[src/sv/orf_pkg.sv]
package orf_pkg;

  localparam int WORD_W        = 32;
  localparam int CAP_W         = 7;
  localparam int OFF_W         = 6;
  localparam int CAP_RESET     = 64;
  localparam int CAP_LIMIT     = 2 ** CAP_W - 1;
  localparam int DEPTH_DEFAULT = 64;
  localparam int TREE_FANIN    = 8;

  typedef enum logic [1:0] {
    MODE_WRITE = 2'd0,
    MODE_READ  = 2'd1,
    MODE_PEEK  = 2'd2,
    MODE_CLEAR = 2'd3
  } mode_t;

  typedef enum logic {
    ST_IDLE = 1'b0,
    ST_PEEK = 1'b1
  } state_t;

  typedef struct packed {
    mode_t                     mode;
    logic signed [WORD_W-1:0]  data_in;
    logic        [OFF_W-1:0]   offset;
  } in_item_t;

  typedef struct packed {
    logic signed [WORD_W-1:0]  data_out;
    logic                      valid_res;
    logic                      dropped_oldest;
    logic        [CAP_W-1:0]   count;
    logic        [CAP_W-1:0]   free_space;
  } out_item_t;

  typedef struct packed {
    logic                shift;
    logic                load;
    logic [CAP_W-1:0]    load_pos;
    logic [WORD_W-1:0]   wdata;
  } cell_ctl_t;

endpackage

[src/sv/orf_cell.sv]
module orf_cell
  import orf_pkg::*;
#(
  parameter int POS = 0
) (
  input  logic              clk,
  input  cell_ctl_t         ctl,
  input  logic [WORD_W-1:0] up,
  output logic [WORD_W-1:0] q
);

  localparam bit               REACH = (POS <= CAP_LIMIT);
  localparam logic [CAP_W-1:0] POS_C = CAP_W'(POS);

  logic hit;

  assign hit = REACH && ctl.load && (ctl.load_pos == POS_C);

  always_ff @(posedge clk) begin
    if (hit) begin
      q <= ctl.wdata;
    end else if (ctl.shift) begin
      q <= up;
    end
  end

endmodule

[src/sv/orf_tap_tree.sv]
module orf_tap_tree
  import orf_pkg::*;
#(
  parameter int N = 64
) (
  input  logic              clk,
  input  logic              capture,
  input  logic [OFF_W-1:0]  off,
  input  logic [WORD_W-1:0] taps [N],
  output logic [WORD_W-1:0] sel
);

  localparam int NP = 2 ** OFF_W;
  localparam int GS = TREE_FANIN;
  localparam int NG = NP / GS;
  localparam int LW = $clog2(GS);

  logic [WORD_W-1:0]   padded [NG][GS];
  logic [WORD_W-1:0]   grp [NG];
  logic [OFF_W-LW-1:0] off_hi;

  for (genvar g = 0; g < NG; g++) begin : g_grp
    for (genvar j = 0; j < GS; j++) begin : g_tap
      if (g * GS + j < N) begin : g_live
        assign padded[g][j] = taps[g * GS + j];
      end else begin : g_pad
        assign padded[g][j] = '0;
      end
    end
  end

  always_ff @(posedge clk) begin
    if (capture) begin
      for (int g = 0; g < NG; g++) begin
        grp[g] <= padded[g][off[LW-1:0]];
      end
      off_hi <= off[OFF_W-1:LW];
    end
  end

  assign sel = grp[off_hi];

endmodule

[src/sv/overwriting_ring_fifo.sv]
// Channel | Direction | Handshake             | Payload
// in      | input     | in_valid / in_ready   | in_data (mode, data_in, offset)
// out     | output    | out_valid / out_ready | out_data (data_out, valid_res, dropped_oldest,
//         |           |                       |           count, free_space)
// cfg     | input     | cfg_wr_en             | cfg_wr_data (capacity)
//
// Write, read and clear transactions go straight into the result register; a peek first
// passes the registered selection tree that picks the entry out of the cell row.
// The result register accepts a new transaction in the cycle its old result is taken.
// Reset empties the buffer and sets the capacity to 64; the entries themselves are not
// cleared. A stalled output holds the next transaction at the input.
module overwriting_ring_fifo
  import orf_pkg::*;
#(
  parameter int DEPTH = DEPTH_DEFAULT
) (
  input  logic             clk,
  input  logic             rst,
  input  logic             cfg_wr_en,
  input  logic [CAP_W-1:0] cfg_wr_data,
  input  logic             in_valid,
  output logic             in_ready,
  input  in_item_t         in_data,
  output logic             out_valid,
  input  logic             out_ready,
  output out_item_t        out_data
);

  localparam int               PK      = (DEPTH < 2 ** OFF_W) ? DEPTH : 2 ** OFF_W;
  localparam int               CAP_TOP = (DEPTH < CAP_LIMIT) ? DEPTH : CAP_LIMIT;
  localparam logic [CAP_W-1:0] CAP_MAX = CAP_W'(CAP_TOP);
  localparam logic [CAP_W-1:0] CAP_RST = CAP_W'((CAP_RESET < CAP_TOP) ? CAP_RESET : CAP_TOP);

  state_t            state;
  state_t            state_next;
  logic [CAP_W-1:0]  fill;
  logic [CAP_W-1:0]  fill_next;
  logic [CAP_W-1:0]  cap_eff;
  logic              peek_hit;
  logic              acc;
  logic              full;
  logic              tree_capture;
  cell_ctl_t         ctl;
  out_item_t         imm_res;
  out_item_t         peek_res;
  logic [WORD_W-1:0] cell_q [DEPTH];
  logic [WORD_W-1:0] taps [PK];
  logic [WORD_W-1:0] tree_sel;

  for (genvar i = 0; i < DEPTH; i++) begin : g_cell
    if (i < DEPTH - 1) begin : g_mid
      orf_cell #(.POS(i)) u_cell (
        .clk (clk),
        .ctl (ctl),
        .up  (cell_q[i+1]),
        .q   (cell_q[i])
      );
    end else begin : g_end
      orf_cell #(.POS(i)) u_cell (
        .clk (clk),
        .ctl (ctl),
        .up  ('0),
        .q   (cell_q[i])
      );
    end
  end

  for (genvar k = 0; k < PK; k++) begin : g_tap
    assign taps[k] = cell_q[k];
  end

  orf_tap_tree #(.N(PK)) u_tree (
    .clk     (clk),
    .capture (tree_capture),
    .off     (in_data.offset),
    .taps    (taps),
    .sel     (tree_sel)
  );

  assign acc  = in_valid && in_ready;
  assign full = (fill == cap_eff);

  always_comb begin
    state_next = state;
    case (state)
      ST_IDLE: begin
        if (acc && in_data.mode == MODE_PEEK) begin
          state_next = ST_PEEK;
        end
      end
      ST_PEEK: begin
        state_next = ST_IDLE;
      end
      default: begin
        state_next = ST_IDLE;
      end
    endcase
  end

  always_comb begin
    in_ready     = 1'b0;
    tree_capture = 1'b0;
    case (state)
      ST_IDLE: begin
        in_ready     = !out_valid || out_ready;
        tree_capture = in_valid && (!out_valid || out_ready) && in_data.mode == MODE_PEEK;
      end
      ST_PEEK: begin
        in_ready = 1'b0;
      end
      default: begin
        in_ready = 1'b0;
      end
    endcase
  end

  always_comb begin
    ctl                    = '0;
    fill_next              = fill;
    imm_res                = '0;
    ctl.wdata              = in_data.data_in;
    case (in_data.mode)
      MODE_WRITE: begin
        ctl.load = acc;
        if (full) begin
          ctl.shift              = acc;
          ctl.load_pos           = cap_eff - CAP_W'(1);
          imm_res.dropped_oldest = 1'b1;
        end else begin
          ctl.load_pos = fill;
          fill_next    = fill + CAP_W'(1);
        end
      end
      MODE_READ: begin
        if (fill != '0) begin
          ctl.shift         = acc;
          imm_res.data_out  = cell_q[0];
          imm_res.valid_res = 1'b1;
          fill_next         = fill - CAP_W'(1);
        end
      end
      MODE_PEEK: begin
        fill_next = fill;
      end
      MODE_CLEAR: begin
        fill_next = '0;
      end
      default: begin
        fill_next = fill;
      end
    endcase
    imm_res.count      = fill_next;
    imm_res.free_space = cap_eff - fill_next;
  end

  always_comb begin
    peek_res                = '0;
    peek_res.data_out       = peek_hit ? tree_sel : '0;
    peek_res.valid_res      = peek_hit;
    peek_res.count          = fill;
    peek_res.free_space     = cap_eff - fill;
  end

  always_ff @(posedge clk) begin
    if (rst) begin
      state     <= ST_IDLE;
      fill      <= '0;
      cap_eff   <= CAP_RST;
      out_valid <= 1'b0;
    end else begin
      state <= state_next;
      if (cfg_wr_en) begin
        fill <= '0;
        if (cfg_wr_data == '0) begin
          cap_eff <= CAP_W'(1);
        end else if (cfg_wr_data > CAP_MAX) begin
          cap_eff <= CAP_MAX;
        end else begin
          cap_eff <= cfg_wr_data;
        end
      end else if (acc) begin
        fill <= fill_next;
      end
      if (acc && in_data.mode != MODE_PEEK) begin
        out_valid <= 1'b1;
      end else if (state == ST_PEEK) begin
        out_valid <= 1'b1;
      end else if (out_ready) begin
        out_valid <= 1'b0;
      end
    end
  end

  always_ff @(posedge clk) begin
    if (acc) begin
      peek_hit <= ({1'b0, in_data.offset} < fill);
    end
    if (acc && in_data.mode != MODE_PEEK) begin
      out_data <= imm_res;
    end else if (state == ST_PEEK) begin
      out_data <= peek_res;
    end
  end

  a_fill_in_range: assert property (@(posedge clk) disable iff (rst)
    fill <= cap_eff)
    else $error("fill level above capacity");

  a_write_grows: assert property (@(posedge clk) disable iff (rst)
    (acc && in_data.mode == MODE_WRITE && !full) |=>
      (out_valid && out_data.count == $past(fill) + CAP_W'(1)))
    else $error("write below capacity did not raise the count by one");

  a_peek_holds_output: assert property (@(posedge clk) disable iff (rst)
    (acc && in_data.mode == MODE_PEEK) |=> (state == ST_PEEK && !out_valid && !in_ready))
    else $error("peek transaction did not wait for the selection tree");

  a_peek_result: assert property (@(posedge clk) disable iff (rst)
    (state == ST_PEEK) |=> (out_valid && out_data.count == $past(fill)))
    else $error("peek result missing or count changed");

endmodule

[config.mk]
export PLATFORM = sky130hd
export DESIGN_NAME = overwriting_ring_fifo
export DESIGN_NICKNAME = d
export VERILOG_FILES = /design/src/sv/orf_pkg.sv /design/src/sv/orf_cell.sv /design/src/sv/orf_tap_tree.sv /design/src/sv/overwriting_ring_fifo.sv
export SDC_FILE = /design/constraint.sdc
export NUM_CORES = 2
export LEC_CHECK = 0
export BUFFER_PORTS_ARGS = -buffer_cell sky130_fd_sc_hd__buf_2
export CORE_ASPECT_RATIO = 1.75
export CORE_MARGIN = 5
export CORE_UTILIZATION = 60
export DETAILED_ROUTE_END_ITERATION = 10
export PLACE_DENSITY = 0.76
export SLEW_MARGIN = 20
export SYNTH_ARGS = -nofsm -noshare
export SYNTH_HDL_FRONTEND = slang
export SYNTH_HIERARCHICAL = 1
export SYNTH_SLANG_ARGS = --single-unit
[constraint.sdc]
create_clock -name clk -period 23.8 [get_ports clk]
set_clock_uncertainty 0.1 [all_clocks]
set_input_delay 4.76 -clock clk [delete_from_list [all_inputs] [get_ports clk]]
set_output_delay 4.76 -clock clk [all_outputs]
set_load 0.005 [all_outputs]
==> metrics.md <==
| Metric | Value |
|---|---|
| Fin. max-slew vios | `0` |
| Worst hold margin | `0.429 ns` |
| Post-synth top flop | `edfxtp_1` |
| Commonest non-fill, non-tap cell in the layout | `edfxtp_1` |
| Netlist Area Pre-Place | `126000 µm²` |
| Avg Cell Area, Syn | `20.3 µm²` |
| Pwr dens | `67.0 nW/µm²` |
| CP endpoint kind | `output pin` |
| Die X | `356 µm` |
| Comb pwr share | `0.077` |
| Int Power | `6.95 mW` |
| Worst path required time | `18.94 ns` |
| Ports | `102` |
| Worst-Skew Late Latency | `0.88 ns` |
| Layout Nets | `6384` |
| Met2 Use GR | `0.550` |
| DPL Wire Length | `231 mm` |
| First-pass DRT Iterations | `5` |
| GRT Residual Overflow | `0` |
| Post-synth ARST share | `0` |
| Starting Density | `0.602` |
| Commonest cells after routing, fill and taps aside | `edfxtp_1, mux2_4, mux4_2` |
| Gr busiest metal | `met2` |
| Max IR drop VDD | `0.0588 mV` |
| Wirelength per Cell | `39.8 µm` |
| Setup crit start kind | `input port` |
| Run status | `finished, final reports clean` |
| Pleak | `51.5 nW` |
| Layout cells sized above 1 | `0.572` |
| Core box area | `209000 µm²` |
| Sequential fraction of design power | `0.529` |
| Slew margin rel. | `0.194` |
| RePlAce Congestion | `0.923` |
| Critical path cell sequence | `buf_2, o21a_1, buf_2` |
| Crit path max-delay cell type | `o21a_1` |
| WP data arrival | `5.20 ns` |
| CTS root buffer | `clkbuf_16` |
| CP peak stage delay | `0.19 ns` |
| GR Util All Layers | `0.334` |
| Minimum clock period | `10.06 ns` |
| Met3 usage | `0.0475` |
| Clk sinks | `2375` |
| Vias in the first global route | `66338` |
| WL final | `375 mm` |
| Final Hold Viols | `0` |
| Final Power | `9.06 mW` |
| Die Y | `616 µm` |
| Hold-fix buffers, CTS | `0` |
| Crit path max fanout | `3` |
| # port buffers | `101` |
| TritonCTS clock tree | `built` |
| Switching Fraction | `0.233` |
| Num rows | `222` |
| Met1 global-route usage | `0.399` |
| Residual DRC count | `0` |
| FF+latch count, synth | `2375` |
| RSZ-0062 raised after global routing | `no` |
| HP Class | `flop to flop` |
| Mapped Cells | `6206` |
| Sequential area share after synthesis | `0.566` |
| Antenna violations before repair | `56` |
| TNS Setup | `0 ns` |
| Max-cap viol count | `0` |
| Via count | `65360` |
| Fmax | `99.4 MHz` |
| Clock share of power | `0.395` |
| CP Class | `input port to output pin` |
| Num CTS Buffers | `219` |
| Antenna viol nets, final | `0` |
| Filler instances | `14097` |
| Clk pin slew, worst setup/hold paths | `0.07 ns` |
| Ys Warns | `6` |
| Most frequent CP cell | `buf_2` |
| Area added between synthesis and finish | `7.49%` |
| Starting DRT DRC Count | `7824` |
| Worst Max-Slew Pin Slew | `1.21 ns` |
| Post-cts gate resize count | `0` |
| Via density | `6.95` |
| P_sw | `2.11 mW` |
| First-pass GRT wire length | `519 mm` |
| H-tree depth | `4` |
| Die ar. | `219000 µm²` |
| Final Setup Violations | `0` |
| Clk buf depth | `4` |
| Fin crit share | `0.423` |
| EDFF count, synth | `2356` |
| Pin count of the biggest net entering global routing | `127` |
| Distinct cell type count after synthesis | `85` |
| Post-CTS repair timing setup buffer count | `0` |
[cell families (layout without fill, tap and decap cells)]
family,count (synthesis),after routing,share of synthesized area
buf+inv,392,637,0.0283
simple gates,356,356,0.0287
fa+ha+maj,23,23,0.00241
compound gates,122,122,0.00687
xor+xnor,17,17,0.00124
other cells,1,154,0.0000298
mux,2920,2920,0.367
flops,2375,2375,0.566
[per-layer routing]
| metal | vias up | wire (µm) |
|---|---|---|
| li1 | 25790 | - |
| met1 | 34800 | 127000 |
| met2 | 3781 | 183000 |
| met3 | 965 | 29400 |
| met4 | 24 | 34900 |
| met5 | - | 181 |
[critical path: cells and delay by family]
kind | cells | cell delay, ns
buf+inv | 2 | 0.24
compound gates | 1 | 0.19
[power groups by stage]
stage	sequential, mW	combinational, mW	clock [mW]
floorplan	4.83	0.417	0
global placement	4.87	0.669	0
detailed placement	4.87	0.679	0
CTS	4.78	0.683	3.60
global route	4.79	0.711	3.78
finish	4.79	0.696	3.57
[final timing paths]
check	slack [ns]	end	cells after the start	start
min	0.43	flop	1	u_tree/off_hi[1]$_DFFE_PP_
max reg2reg	17.17	g_cell[58].g_mid.u_cell/q[27]$_DFFE_PP_	11	fill[2]$_SDFFE_PP0P_
min reg2reg	0.43	flop	1	u_tree/off_hi[1]$_DFFE_PP_
max	13.74	in_ready	3	out_ready
[synthesized netlist by cell type (4+ instances only)]
library cell  number  area (µm²)
nand2_2           21         131
nor2_8             6         120
mux2_2           535        6020
nand2_1           15        56.3
buf_1             34         128
and2_1             4        25.0
and4bb_2          46         576
a22o_1            33         289
dfxtp_1           19         380
xor2_1             8        70.1
clkbuf_1          65         244
xnor2_1            8        70.1
nor4_2             4        50.1
buf_2             28         140
nand2_4            8        90.1
nand3_1            4        20.0
mux2_4          1799       27000
nor2b_1           29         181
nand4b_4           9         214
buf_6            227        2560
mux4_2           576       13000
nor4b_2           21         315
nand2b_1          65         407
ha_1              21         263
mux2i_1            4        40.0
o21ai_0           17        85.1
or2_2             11        68.8
inv_1             16        60.1
nor2_1            35         131
nand4_4           29         617
mux2_1             6        67.6
a21o_1             4        30.0
edfxtp_1        2356       70700
nor3_1             8        40.0
a21oi_1           32         160
nor4b_4           10         238
a211oi_1           6        45.0
buf_12            21         420
[state kept, by name, summed over array words and instances, names as in the netlist, named ones only]
signal,flops
g_cell.g_mid.u_cell/q,2016
u_tree/grp,256
out_data,48
g_cell.g_end.u_cell/q,32
cap_eff,7
fill,7
u_tree/off_hi,3
out_valid,1
peek_hit,1
state,1
[stage by stage]
step | setup WS (ns) | util | area, µm² | instances
floorplan | 6.19 | - | 126000 | 6237
global placement | 13.74 | 0.611 | 128000 | 8883
detailed placement | 13.74 | 0.612 | 128000 | 8883
CTS | 13.74 | 0.645 | 135000 | 9277
global route | 13.72 | 0.647 | 135000 | 9392
finish | 13.74 | 0.647 | 135000 | 9404
[area by class of cell]
cell class | instances | area (µm²) | area share
clock buffer | 254 | 5680 | 0.0421
sequential | 2375 | 71100 | 0.526
antenna | 122 | 305 | 0.00226
clock inverter | 140 | 1290 | 0.00957
timing repair buffer | 227 | 1730 | 0.0128
multi-input combinational | 3470 | 51400 | 0.381
inverter | 16 | 60.1 | 0.000444
tap | 2800 | 3500 | 0.0259
Note: power is estimated with default switching activity, not from simulation.
